## config.mk

```make
export PLATFORM = sky130hd
export DESIGN_NAME = htd_ctrl
export DESIGN_NICKNAME = d
export VERILOG_FILES = /design/src/huffman_tree_decoder_unit_assert.svh /design/src/htd_pkg.sv /design/src/htd_ctrl.sv
export SDC_FILE = /design/constraint.sdc
export NUM_CORES = 1
export LEC_CHECK = 0
export BUFFER_PORTS_ARGS = -buffer_cell sky130_fd_sc_hd__buf_4
export CAP_MARGIN = 5
export CORE_MARGIN = 8
export CORE_UTILIZATION = 25
export CTS_CLUSTER_SIZE = 16
export DETAILED_ROUTE_END_ITERATION = 10
export PLACE_DENSITY = 0.57
export SLEW_MARGIN = 40
export SYNTH_ARGS = -nofsm -noshare
export SYNTH_HDL_FRONTEND = slang
export SYNTH_SLANG_ARGS = --single-unit
```

## constraint.sdc

```tcl
create_clock -name clk -period 2.45 [get_ports clk]
set_input_delay 0.3675 -clock clk [delete_from_list [all_inputs] [get_ports clk]]
set_output_delay 0.3675 -clock clk [all_outputs]
set_load 0.02 [all_outputs]
```

## src/huffman_tree_decoder_unit_assert.svh

```systemverilog
// ----------------------------------------------------------------------------
// huffman tree decoder assertion macros
// shared assertion forms for the decoder modules
// ----------------------------------------------------------------------------
`ifndef HUFFMAN_TREE_DECODER_UNIT_ASSERT_SVH
`define HUFFMAN_TREE_DECODER_UNIT_ASSERT_SVH

// consequent must hold in the same cycle as the antecedent
`define HTDU_ASSERT_IMPL(label, clk, rst_n, ante, cons, msg) \
  label: assert property (@(posedge clk) disable iff (!rst_n) (ante) |-> (cons)) \
    else $error(msg);

// consequent must hold in the cycle after the antecedent
`define HTDU_ASSERT_NEXT(label, clk, rst_n, ante, cons, msg) \
  label: assert property (@(posedge clk) disable iff (!rst_n) (ante) |=> (cons)) \
    else $error(msg);

`endif

```

## src/htd_pkg.sv

```systemverilog
// ----------------------------------------------------------------------------
// htd_pkg
// types, codes and sizes shared by the huffman tree decoder modules
// ----------------------------------------------------------------------------
package htd_pkg;

  // node store geometry
  localparam int NODE_COUNT   = 512;
  localparam int NODE_W       = $clog2(NODE_COUNT);
  localparam int FREE_W       = NODE_W + 1;
  localparam int MAX_CODE_LEN = 32;

  // field widths
  localparam int CODE_W  = 32;
  localparam int CIDX_W  = $clog2(CODE_W);
  localparam int LEN_W   = 6;
  localparam int SYM_W   = 8;
  localparam int BYTE_W  = 8;
  localparam int BIDX_W  = $clog2(BYTE_W);
  localparam int CNT_W   = 32;
  localparam int BITS_W  = 35;
  localparam logic [BITS_W-1:0] BITS_MAX = {BITS_W{1'b1}};

  // request kinds
  localparam logic [1:0] REQ_LOAD   = 2'd0;
  localparam logic [1:0] REQ_DECODE = 2'd1;
  localparam logic [1:0] REQ_CLEAR  = 2'd2;

  // result status codes
  localparam logic [1:0] ST_SYMBOL  = 2'd0;
  localparam logic [1:0] ST_MISSING = 2'd1;
  localparam logic [1:0] ST_FULL    = 2'd2;
  localparam logic [1:0] ST_BADLEN  = 2'd3;

  // configuration registers
  localparam int CFG_IDX_W  = 1;
  localparam int CFG_DATA_W = 35;
  localparam logic [CFG_IDX_W-1:0] CFG_TOTAL_SYMBOLS = 1'b0;
  localparam logic [CFG_IDX_W-1:0] CFG_TOTAL_BITS    = 1'b1;

  typedef logic [NODE_W-1:0] node_idx_t;

  // one node store entry
  typedef struct packed {
    logic              leaf;
    logic [SYM_W-1:0]  sym;
    node_idx_t         left;
    node_idx_t         right;
  } node_t;

  // controller to datapath commands
  typedef struct packed {
    logic       cap_load;
    logic       cap_dec;
    logic       clear;
    logic       ld_read;
    logic       ld_take;
    logic       ld_link;
    logic       ld_new;
    logic       ld_leaf;
    logic       err_res;
    logic [1:0] err_status;
    logic       dc_fetch;
    logic       dc_load_cur;
    logic       dc_step;
    logic       dc_land;
    logic       flush;
  } cmd_t;

  // datapath to controller status
  typedef struct packed {
    logic len_bad;
    logic at_root;
    logic ld_done;
    logic ld_kid_zero;
    logic store_full;
    logic stop;
    logic dc_kid_zero;
    logic bit_last;
    logic pend_v;
    logic pend_ok;
    logic out_free;
  } sts_t;

endpackage

```

## src/htd_ctrl.sv

```systemverilog
// ----------------------------------------------------------------------------
// htd_ctrl
// sequencer for load, decode and clear requests of the tree decoder
// ----------------------------------------------------------------------------
module htd_ctrl (
  input  logic           clk,
  input  logic           rst_n,
  input  logic           in_tvalid,
  input  logic [1:0]     in_req_type,
  output logic           in_tready,
  output htd_pkg::cmd_t  cmd,
  input  htd_pkg::sts_t  sts
);

  typedef enum logic [7:0] {
    S_IDLE     = 8'b0000_0001,
    S_LD_WALK  = 8'b0000_0010,
    S_LD_WAIT  = 8'b0000_0100,
    S_LD_NEW   = 8'b0000_1000,
    S_DC_FETCH = 8'b0001_0000,
    S_DC_BIT   = 8'b0010_0000,
    S_DC_LAND  = 8'b0100_0000,
    S_FLUSH    = 8'b1000_0000
  } state_t;

  state_t state_r, state_nxt;

  assign in_tready = (state_r == S_IDLE);

  // state register
  always_ff @(posedge clk) begin
    if (!rst_n) begin
      state_r <= S_IDLE;
    end else begin
      state_r <= state_nxt;
    end
  end

  // next state and command decode
  always_comb begin
    state_nxt = state_r;
    cmd       = '0;
    unique case (state_r)
      S_IDLE: begin
        if (in_tvalid) begin
          unique case (in_req_type)
            htd_pkg::REQ_LOAD: begin
              if (sts.len_bad) begin
                cmd.err_res    = 1'b1;
                cmd.err_status = htd_pkg::ST_BADLEN;
                state_nxt      = S_FLUSH;
              end else begin
                cmd.cap_load = 1'b1;
                state_nxt    = S_LD_WALK;
              end
            end
            htd_pkg::REQ_DECODE: begin
              cmd.cap_dec = 1'b1;
              if (sts.at_root) begin
                state_nxt = S_DC_BIT;
              end else begin
                cmd.dc_fetch = 1'b1;
                state_nxt    = S_DC_FETCH;
              end
            end
            htd_pkg::REQ_CLEAR: begin
              cmd.clear = 1'b1;
            end
            default: begin
              // unknown request is dropped
            end
          endcase
        end
      end
      S_LD_WALK: begin
        if (sts.ld_done) begin
          cmd.ld_leaf = 1'b1;
          state_nxt   = S_IDLE;
        end else if (!sts.ld_kid_zero) begin
          cmd.ld_read = 1'b1;
          state_nxt   = S_LD_WAIT;
        end else if (sts.store_full) begin
          cmd.err_res    = 1'b1;
          cmd.err_status = htd_pkg::ST_FULL;
          state_nxt      = S_FLUSH;
        end else begin
          cmd.ld_link = 1'b1;
          state_nxt   = S_LD_NEW;
        end
      end
      S_LD_WAIT: begin
        cmd.ld_take = 1'b1;
        state_nxt   = S_LD_WALK;
      end
      S_LD_NEW: begin
        cmd.ld_new = 1'b1;
        state_nxt  = S_LD_WALK;
      end
      S_DC_FETCH: begin
        cmd.dc_load_cur = 1'b1;
        state_nxt       = S_DC_BIT;
      end
      S_DC_BIT: begin
        if (sts.stop) begin
          state_nxt = S_FLUSH;
        end else if (sts.pend_ok) begin
          cmd.dc_step = 1'b1;
          if (!sts.dc_kid_zero) begin
            state_nxt = S_DC_LAND;
          end else if (sts.bit_last) begin
            state_nxt = S_FLUSH;
          end
        end
      end
      S_DC_LAND: begin
        if (sts.pend_ok) begin
          cmd.dc_land = 1'b1;
          state_nxt   = sts.bit_last ? S_FLUSH : S_DC_BIT;
        end
      end
      S_FLUSH: begin
        if (!sts.pend_v || sts.out_free) begin
          cmd.flush = 1'b1;
          state_nxt = S_IDLE;
        end
      end
      default: begin
        state_nxt = S_IDLE;
      end
    endcase
  end

endmodule

```

==> qor.txt, run 1 <==
CTS Buf Count -> 3
Register bank with the most flops -> state_r
Largest net degree at the start of global routing -> 8
Critical path launch point -> state_r[4]
Layout area overhead -> 46.74%
Hold Path Origin -> sts[9]
Final Hold Fails -> 0
DRC violations left -> 0
CTS root buf -> clkbuf_4
Fillers -> 294
Synth Area in Simple Gates -> 51.09%
Setup Buffers After CTS -> 0
# nets final -> 146
Worst Hold Path Cells -> 2
XOR/XNOR Fraction of Synth Area -> 3.804%
Top-Level Pins -> 33
Via density -> 5.113
H-Tree Depth -> 1
GRT Overall Usage -> 10.75%
Iter 0 DRT Violations -> 41
CP Capture Type -> output port
Vias in the first global route -> 834
EDFF count, synth -> 0
Die Span Y -> 68.56 microns
Clock latency on the worst-skew pair -> 0.26 ns
Crit path max fanout -> 6
GR Overflow Total -> 0
Synthesized Nets -> 108
Final ANT Viol Nets -> 0
Fin crit period -> 2.340 ns
Gpl congestion -> 0.8336
Max reg flops -> 8
Fin Setup TNS -> 0 ns
Area leader, netlist -> dfxtp_1
CTS Buffer Depth -> 2
DP Wirelength -> 1.889 mm
Synth Cell Area -> 690.7 sq um
I/O Buffers -> 32
Total number of vias -> 813
Commonest cells in the synthesized netlist -> nor2_1 (10), dfxtp_1 (8), inv_1 (7), nand2_1 (7)
Yosys reg bits -> 8
Die width -> 68.56 microns
Outcome -> completed
Drt wl/cell -> 14.09 microns
Post-Route WL -> 2.240 mm
Power per cell area -> 813.2 mW/mm^2
Min-delay worst type -> in2reg
Initial antenna violation count -> 0
Sequential cell area fraction in the yosys report -> 23.19%
Max-cap viol count -> 0
Clk pin slew, worst setup/hold paths -> 0.06 ns
CTS sink count -> 8
Adder-cell area share of the yosys netlist -> 0%
WHS -> 0.3070 ns
# resized after CTS -> 0
Share of cells above drive strength 1 -> 36.72%
Startpoint Class -> flop
Num rows -> 19
Unrepaired setup endpoints after global routing -> false
Biggest regs -> state_r x8
Most common cell in the synthesized netlist -> nor2_1
Initial core utilization -> 25.71%
Synth unique cells -> 33
Critical path data required time -> 2.08 ns
Synth Area in Compound Gates -> 17.03%
Yosys top cell area share -> 23.19%
Fin. max-slew vios -> 0
Largest family of logic cells by synthesized area -> simple AND/OR/NAND/NOR gates
Fmax -> 427.4 MHz
Top area cells in the synthesized netlist -> dfxtp_1 (23%), nor2_1 (5.4%), nor2b_1 (5.4%), nand3_1 (4.3%), nor3b_1 (4.3%)
Worst relative slew slack -> 63.04%
First-pass GRT wire length -> 3.774 mm
Proportion of synthesized area in mux cells -> 0%
Peak supply drop -> 0.5193 mV
Reg2reg path depth -> 6
Die footprint -> 0.004700 sq mm
Ys Warns -> 0
Syn_area_per_cell -> 7.507 sq um
CTS tree -> yes
Fraction of registers with async set/reset -> 0%
Pre-Repair DR Iteration Count -> 4
Crit path kind -> reg2out
Final Setup Violations -> 0
Worst-Margin Slew -> 0.5467 ns
Post-synth top flop -> dfxtp_1
Final period utilization -> 95.50%
Leakage -> 0.0004655 uW
Mapped Cells -> 92
Core box area -> 0.002686 sq mm
Worst r2r src -> state_r[4]
CP Data Arrival Time -> 1.97 ns
Number of diodes -> 0
Skew final -> 0.005678 ns
# hold bufs at CTS -> 0
==> metrics by stage <==
stage	total power [uW]	cells	worst slack, ns	util [%]	area [sq um]
floorplan	540.8	92	0.08574	-	696.9
finish	824.1	159	0.1102	37.73	1013
detailed placement	708.9	156	0.3638	36.61	983.4
CTS	822.0	159	0.05199	37.45	1006
global placement	709.9	156	0.3912	36.61	983.4
global route	902.9	159	0.004367	37.73	1013
==> path summary, 6_finish.rpt <==
kind         slack, ns          to
max               0.11      cmd[7]
max reg2reg       0.56  state_r[0]
min               0.31  state_r[4]
min reg2reg       0.57  state_r[5]
==> logic make-up (layout without fill, tap and decap cells) <==
logic type      count (synthesis)  count (layout)
simple gates                   58              58
compound gates                 15              15
flops                           8               8
xor+xnor                        3               3
buf+inv                         8              44
==> report_power, final <==
group	internal (uW)	leakage (uW)	total [uW]	switching, uW
Clock	56.4	0.0000138	107	50.2
Combinational	222	0.000386	519	297
Sequential	157	0.0000655	198	41.2
==> cells in the final DEF (no fill, tap or decap), drive strengths merged <==
cell and count:
clkbuf 3, nand4 1, xor2 3, nand2 7, o21ai 1, inv 7
a22o 1, o211ai 3, o41ai 1, a211oi 2, a31oi 1, nand2b 2
a22oi 2, o221ai 1, or4 1, a21oi 1, nor3b 4, nand3b 1
nor3 5, dfxtp 8, nor2b 6, nand3 6, a32oi 1, and2 1
and3 3, or2 2, nor2 10, buf 34, nor4 6, o31a 1
nor4b 3
==> routing by layer <==
metal  GRT usage [%]  routed length (microns)  share of wire (%)  vias to the layer above
li1                -                        -                  -                      417
met3           4.847                      161                7.2                       10
met2           16.14                     1062                 47                       32
met1           12.02                      938                 42                      354
met4           7.161                       78                3.5                        0
met5               0                        0                  0                        -
==> layout make-up <==
cell class	count	area (sq um)	area share [%]
inverter	7	26.28	2.593
tap	31	38.79	3.827
sequential	8	161.4	15.93
timing repair buffer	34	255.2	25.19
clock buffer	3	22.52	2.222
multi-input combinational	76	509.2	50.25
==> critical path, stage by stage, from the launching register on <==
cell     delay [ns]
dfxtp_1        0.36
or4_4          0.58
nor4_4         0.29
and3_1         0.22
or2_2          0.13
buf_4          0.13
(Power assumes the default switching activity.)
==> run 2, diff against run 1 <==
--- a/config.mk
+++ b/config.mk
@@ -5,13 +5,14 @@
 export SDC_FILE = /design/constraint.sdc
 export NUM_CORES = 1
 export LEC_CHECK = 0
+export ABC_AREA = 1
 export BUFFER_PORTS_ARGS = -buffer_cell sky130_fd_sc_hd__buf_4
 export CAP_MARGIN = 5
 export CORE_MARGIN = 8
 export CORE_UTILIZATION = 25
 export CTS_CLUSTER_SIZE = 16
 export DETAILED_ROUTE_END_ITERATION = 10
-export PLACE_DENSITY = 0.57
+export PLACE_DENSITY = 0.56
 export SLEW_MARGIN = 40
 export SYNTH_ARGS = -nofsm -noshare
 export SYNTH_HDL_FRONTEND = slang
==> qor.txt, run 2 <==
Final Setup Violations -> 0
CTS sink count -> 8
Share of cells above drive strength 1 -> 37.79%
CP Data Arrival Time -> 1.54 ns
Layout area overhead -> 37.20%
Adder-cell area share of the yosys netlist -> 0%
Clock latency on the worst-skew pair -> 0.26 ns
Peak supply drop -> 0.2242 mV
Synth Cell Area -> 840.8 sq um
# hold bufs at CTS -> 0
Die Span Y -> 74.00 microns
XOR/XNOR Fraction of Synth Area -> 0%
CTS root buf -> clkbuf_4
Fin crit period -> 1.906 ns
Critical path data required time -> 2.08 ns
Proportion of synthesized area in mux cells -> 0%
R2R setup slack -> 1.05 ns
Initial core utilization -> 25.60%
Worst-Margin Slew -> 0.3207 ns
GRT Overall Usage -> 9.149%
Worst Hold Path Cells -> 2
Worst relative slew slack -> 78.42%
Ys Warns -> 0
Largest family of logic cells by synthesized area -> simple AND/OR/NAND/NOR gates
Total number of vias -> 922
Setup Buffers After CTS -> 0
Outcome -> completed
Fin. max-slew vios -> 0
Fillers -> 366
Most frequent cells in the layout -> buf_4 (32), nand2_1 (25), inv_1 (20), nor2_1 (19), nand3_1 (15)
Reg power frac -> 18.9%
Clk pin slew, worst setup/hold paths -> 0.05 ns
Sequential cell area -> 160.2 sq um
Gate power share -> 71.4%
Fmax -> 524.8 MHz
Yosys top cell area share -> 19.05%
Drt wl/cell -> 10.74 microns
Fin cells -> 218
Num rows -> 21
Vias in the first global route -> 913
Area leader, netlist -> dfxtp_1
Sw power -> 554.9 uW
Crit path kind -> reg2out
Die width -> 74.00 microns
DRC violations left -> 0
Via density -> 4.229
Post-Route WL -> 2.341 mm
Die footprint -> 0.005475 sq mm
# nets final -> 190
Min-delay worst type -> in2reg
CTS tree -> yes
Most common cell in the synthesized netlist -> nand2_1
Multi-input gate area -> 564.3 sq um
Worst r2r dst -> state_r[3]
Largest net degree at the start of global routing -> 11
Pre-Repair DR Iteration Count -> 4
Final Hold Fails -> 0
EDFF count, synth -> 0
Crit path max fanout -> 8
Syn_area_per_cell -> 6.093 sq um
Final ANT Viol Nets -> 0
I/O Buffers -> 32
Cell Int Power -> 478.5 uW
Post-synth top flop -> dfxtp_1
Placed Instances -> 215
Hold EP -> state_r[2]
Max reg flops -> 8
Gpl congestion -> 0.7856
Biggest regs -> state_r x8
Leakage -> 0.0005914 uW
Mapped Cells -> 138
DP Wirelength -> 2.048 mm
Synth Area in Simple Gates -> 60.57%
Reg2reg path depth -> 10
Number of diodes -> 0
Synthesized Nets -> 154
Initial antenna violation count -> 0
Startpoint Class -> flop
Synth Area in Compound Gates -> 6.548%
WHS -> 0.3238 ns
Core box area -> 0.003284 sq mm
Final core utilization -> 35.12%
Hold Path Origin -> sts[7]
Top-Level Pins -> 33
# resized after CTS -> 0
GR Overflow Total -> 0
Max-cap viol count -> 0
CTS Buf Count -> 3
Final period utilization -> 77.78%
Skew final -> 0.004185 ns
Most common cell after layout, fill and taps aside -> buf_4
First-pass GRT wire length -> 3.967 mm
Fraction of registers with async set/reset -> 0%
Yosys reg bits -> 8
Clock share of power -> 9.7%
Sw Ratio -> 53.69%
Register bank with the most flops -> state_r
Fin Setup TNS -> 0 ns
Power per cell area -> 895.8 mW/mm^2
Unrepaired setup endpoints after global routing -> false
Worst r2r src -> state_r[7]
Synth unique cells -> 23
H-Tree Depth -> 1
Commonest cells in the synthesized netlist -> nand2_1 (25), inv_1 (20), nor2_1 (19)
Iter 0 DRT Violations -> 78
Tot Pwr -> 1033 uW
Sequential cell area fraction in the yosys report -> 19.05%
CTS Buffer Depth -> 2
Top area cells in the synthesized netlist -> dfxtp_1 (19%), nand2_1 (11%), inv_1 (8.9%), nand3_1 (8.9%), nor2_1 (8.5%)
CP Capture Type -> output port
==> run 2: routing by layer <==
metal  up-vias  GRT usage, %  share of wire [%]
met2        25         13.87                 43
li1        509             -                  -
met4         0         3.769                2.4
met1       381         11.63                 49
met3         7         2.830                5.7
met5         -             0                  0
==> run 2: cell families after synthesis <==
logic type	count (synthesis)
buf+inv	30
flops	8
compound gates	10
simple gates	90
==> run 2: critical path, stage by stage (launching register included) <==
cell and delay, ns:
dfxtp_1 0.33, inv_2 0.08, nand2_4 0.07, nor2_4 0.17, nand2_2 0.14, nor4_2 0.18, nand2b_1 0.16, buf_4 0.15
==> run 2: final cells by class <==
type                    instances  share of cell area, %
clock buffers                   3                  1.952
inverters                      29                  9.436
multi-input cells             100                  48.92
flip-flops and latches          8                  13.88
well taps                      46                  4.989
repair buffers                 32                  20.82
==> run 2: power groups by stage <==
stage | Clock, uW | Combinational, uW | Sequential [uW]
CTS | 103 | 746 | 195
detailed placement | 0 | 743 | 197
finish | 101 | 738 | 195
floorplan | 0 | 574 | 191
global placement | 0 | 747 | 196
global route | 109 | 824 | 197
==> run 2: stage by stage <==
| step | cell area, sq um | setup slack, ns |
|---|---|---|
| 2_1_floorplan | 840.8 | 0.4374 |
| 3_3_place_gp | 1131 | 0.8238 |
| 3_5_place_dp | 1131 | 0.8068 |
| 4_1_cts | 1154 | 0.5330 |
| 5_1_grt | 1154 | 0.4114 |
| 6_report | 1154 | 0.5444 |
==> run 2: how the worst max path moves through the flow <==
stage / startpoint / endpoint / slack [ns]
detailed placement: in_req_type[1] / cmd[7] / 0.81
global placement: in_req_type[1] / cmd[6] / 0.82
floorplan: state_r[7] / cmd[7] / 0.44
global route: state_r[5] / cmd[7] / 0.41
finish: state_r[7] / cmd[7] / 0.54
CTS: state_r[7] / cmd[7] / 0.53
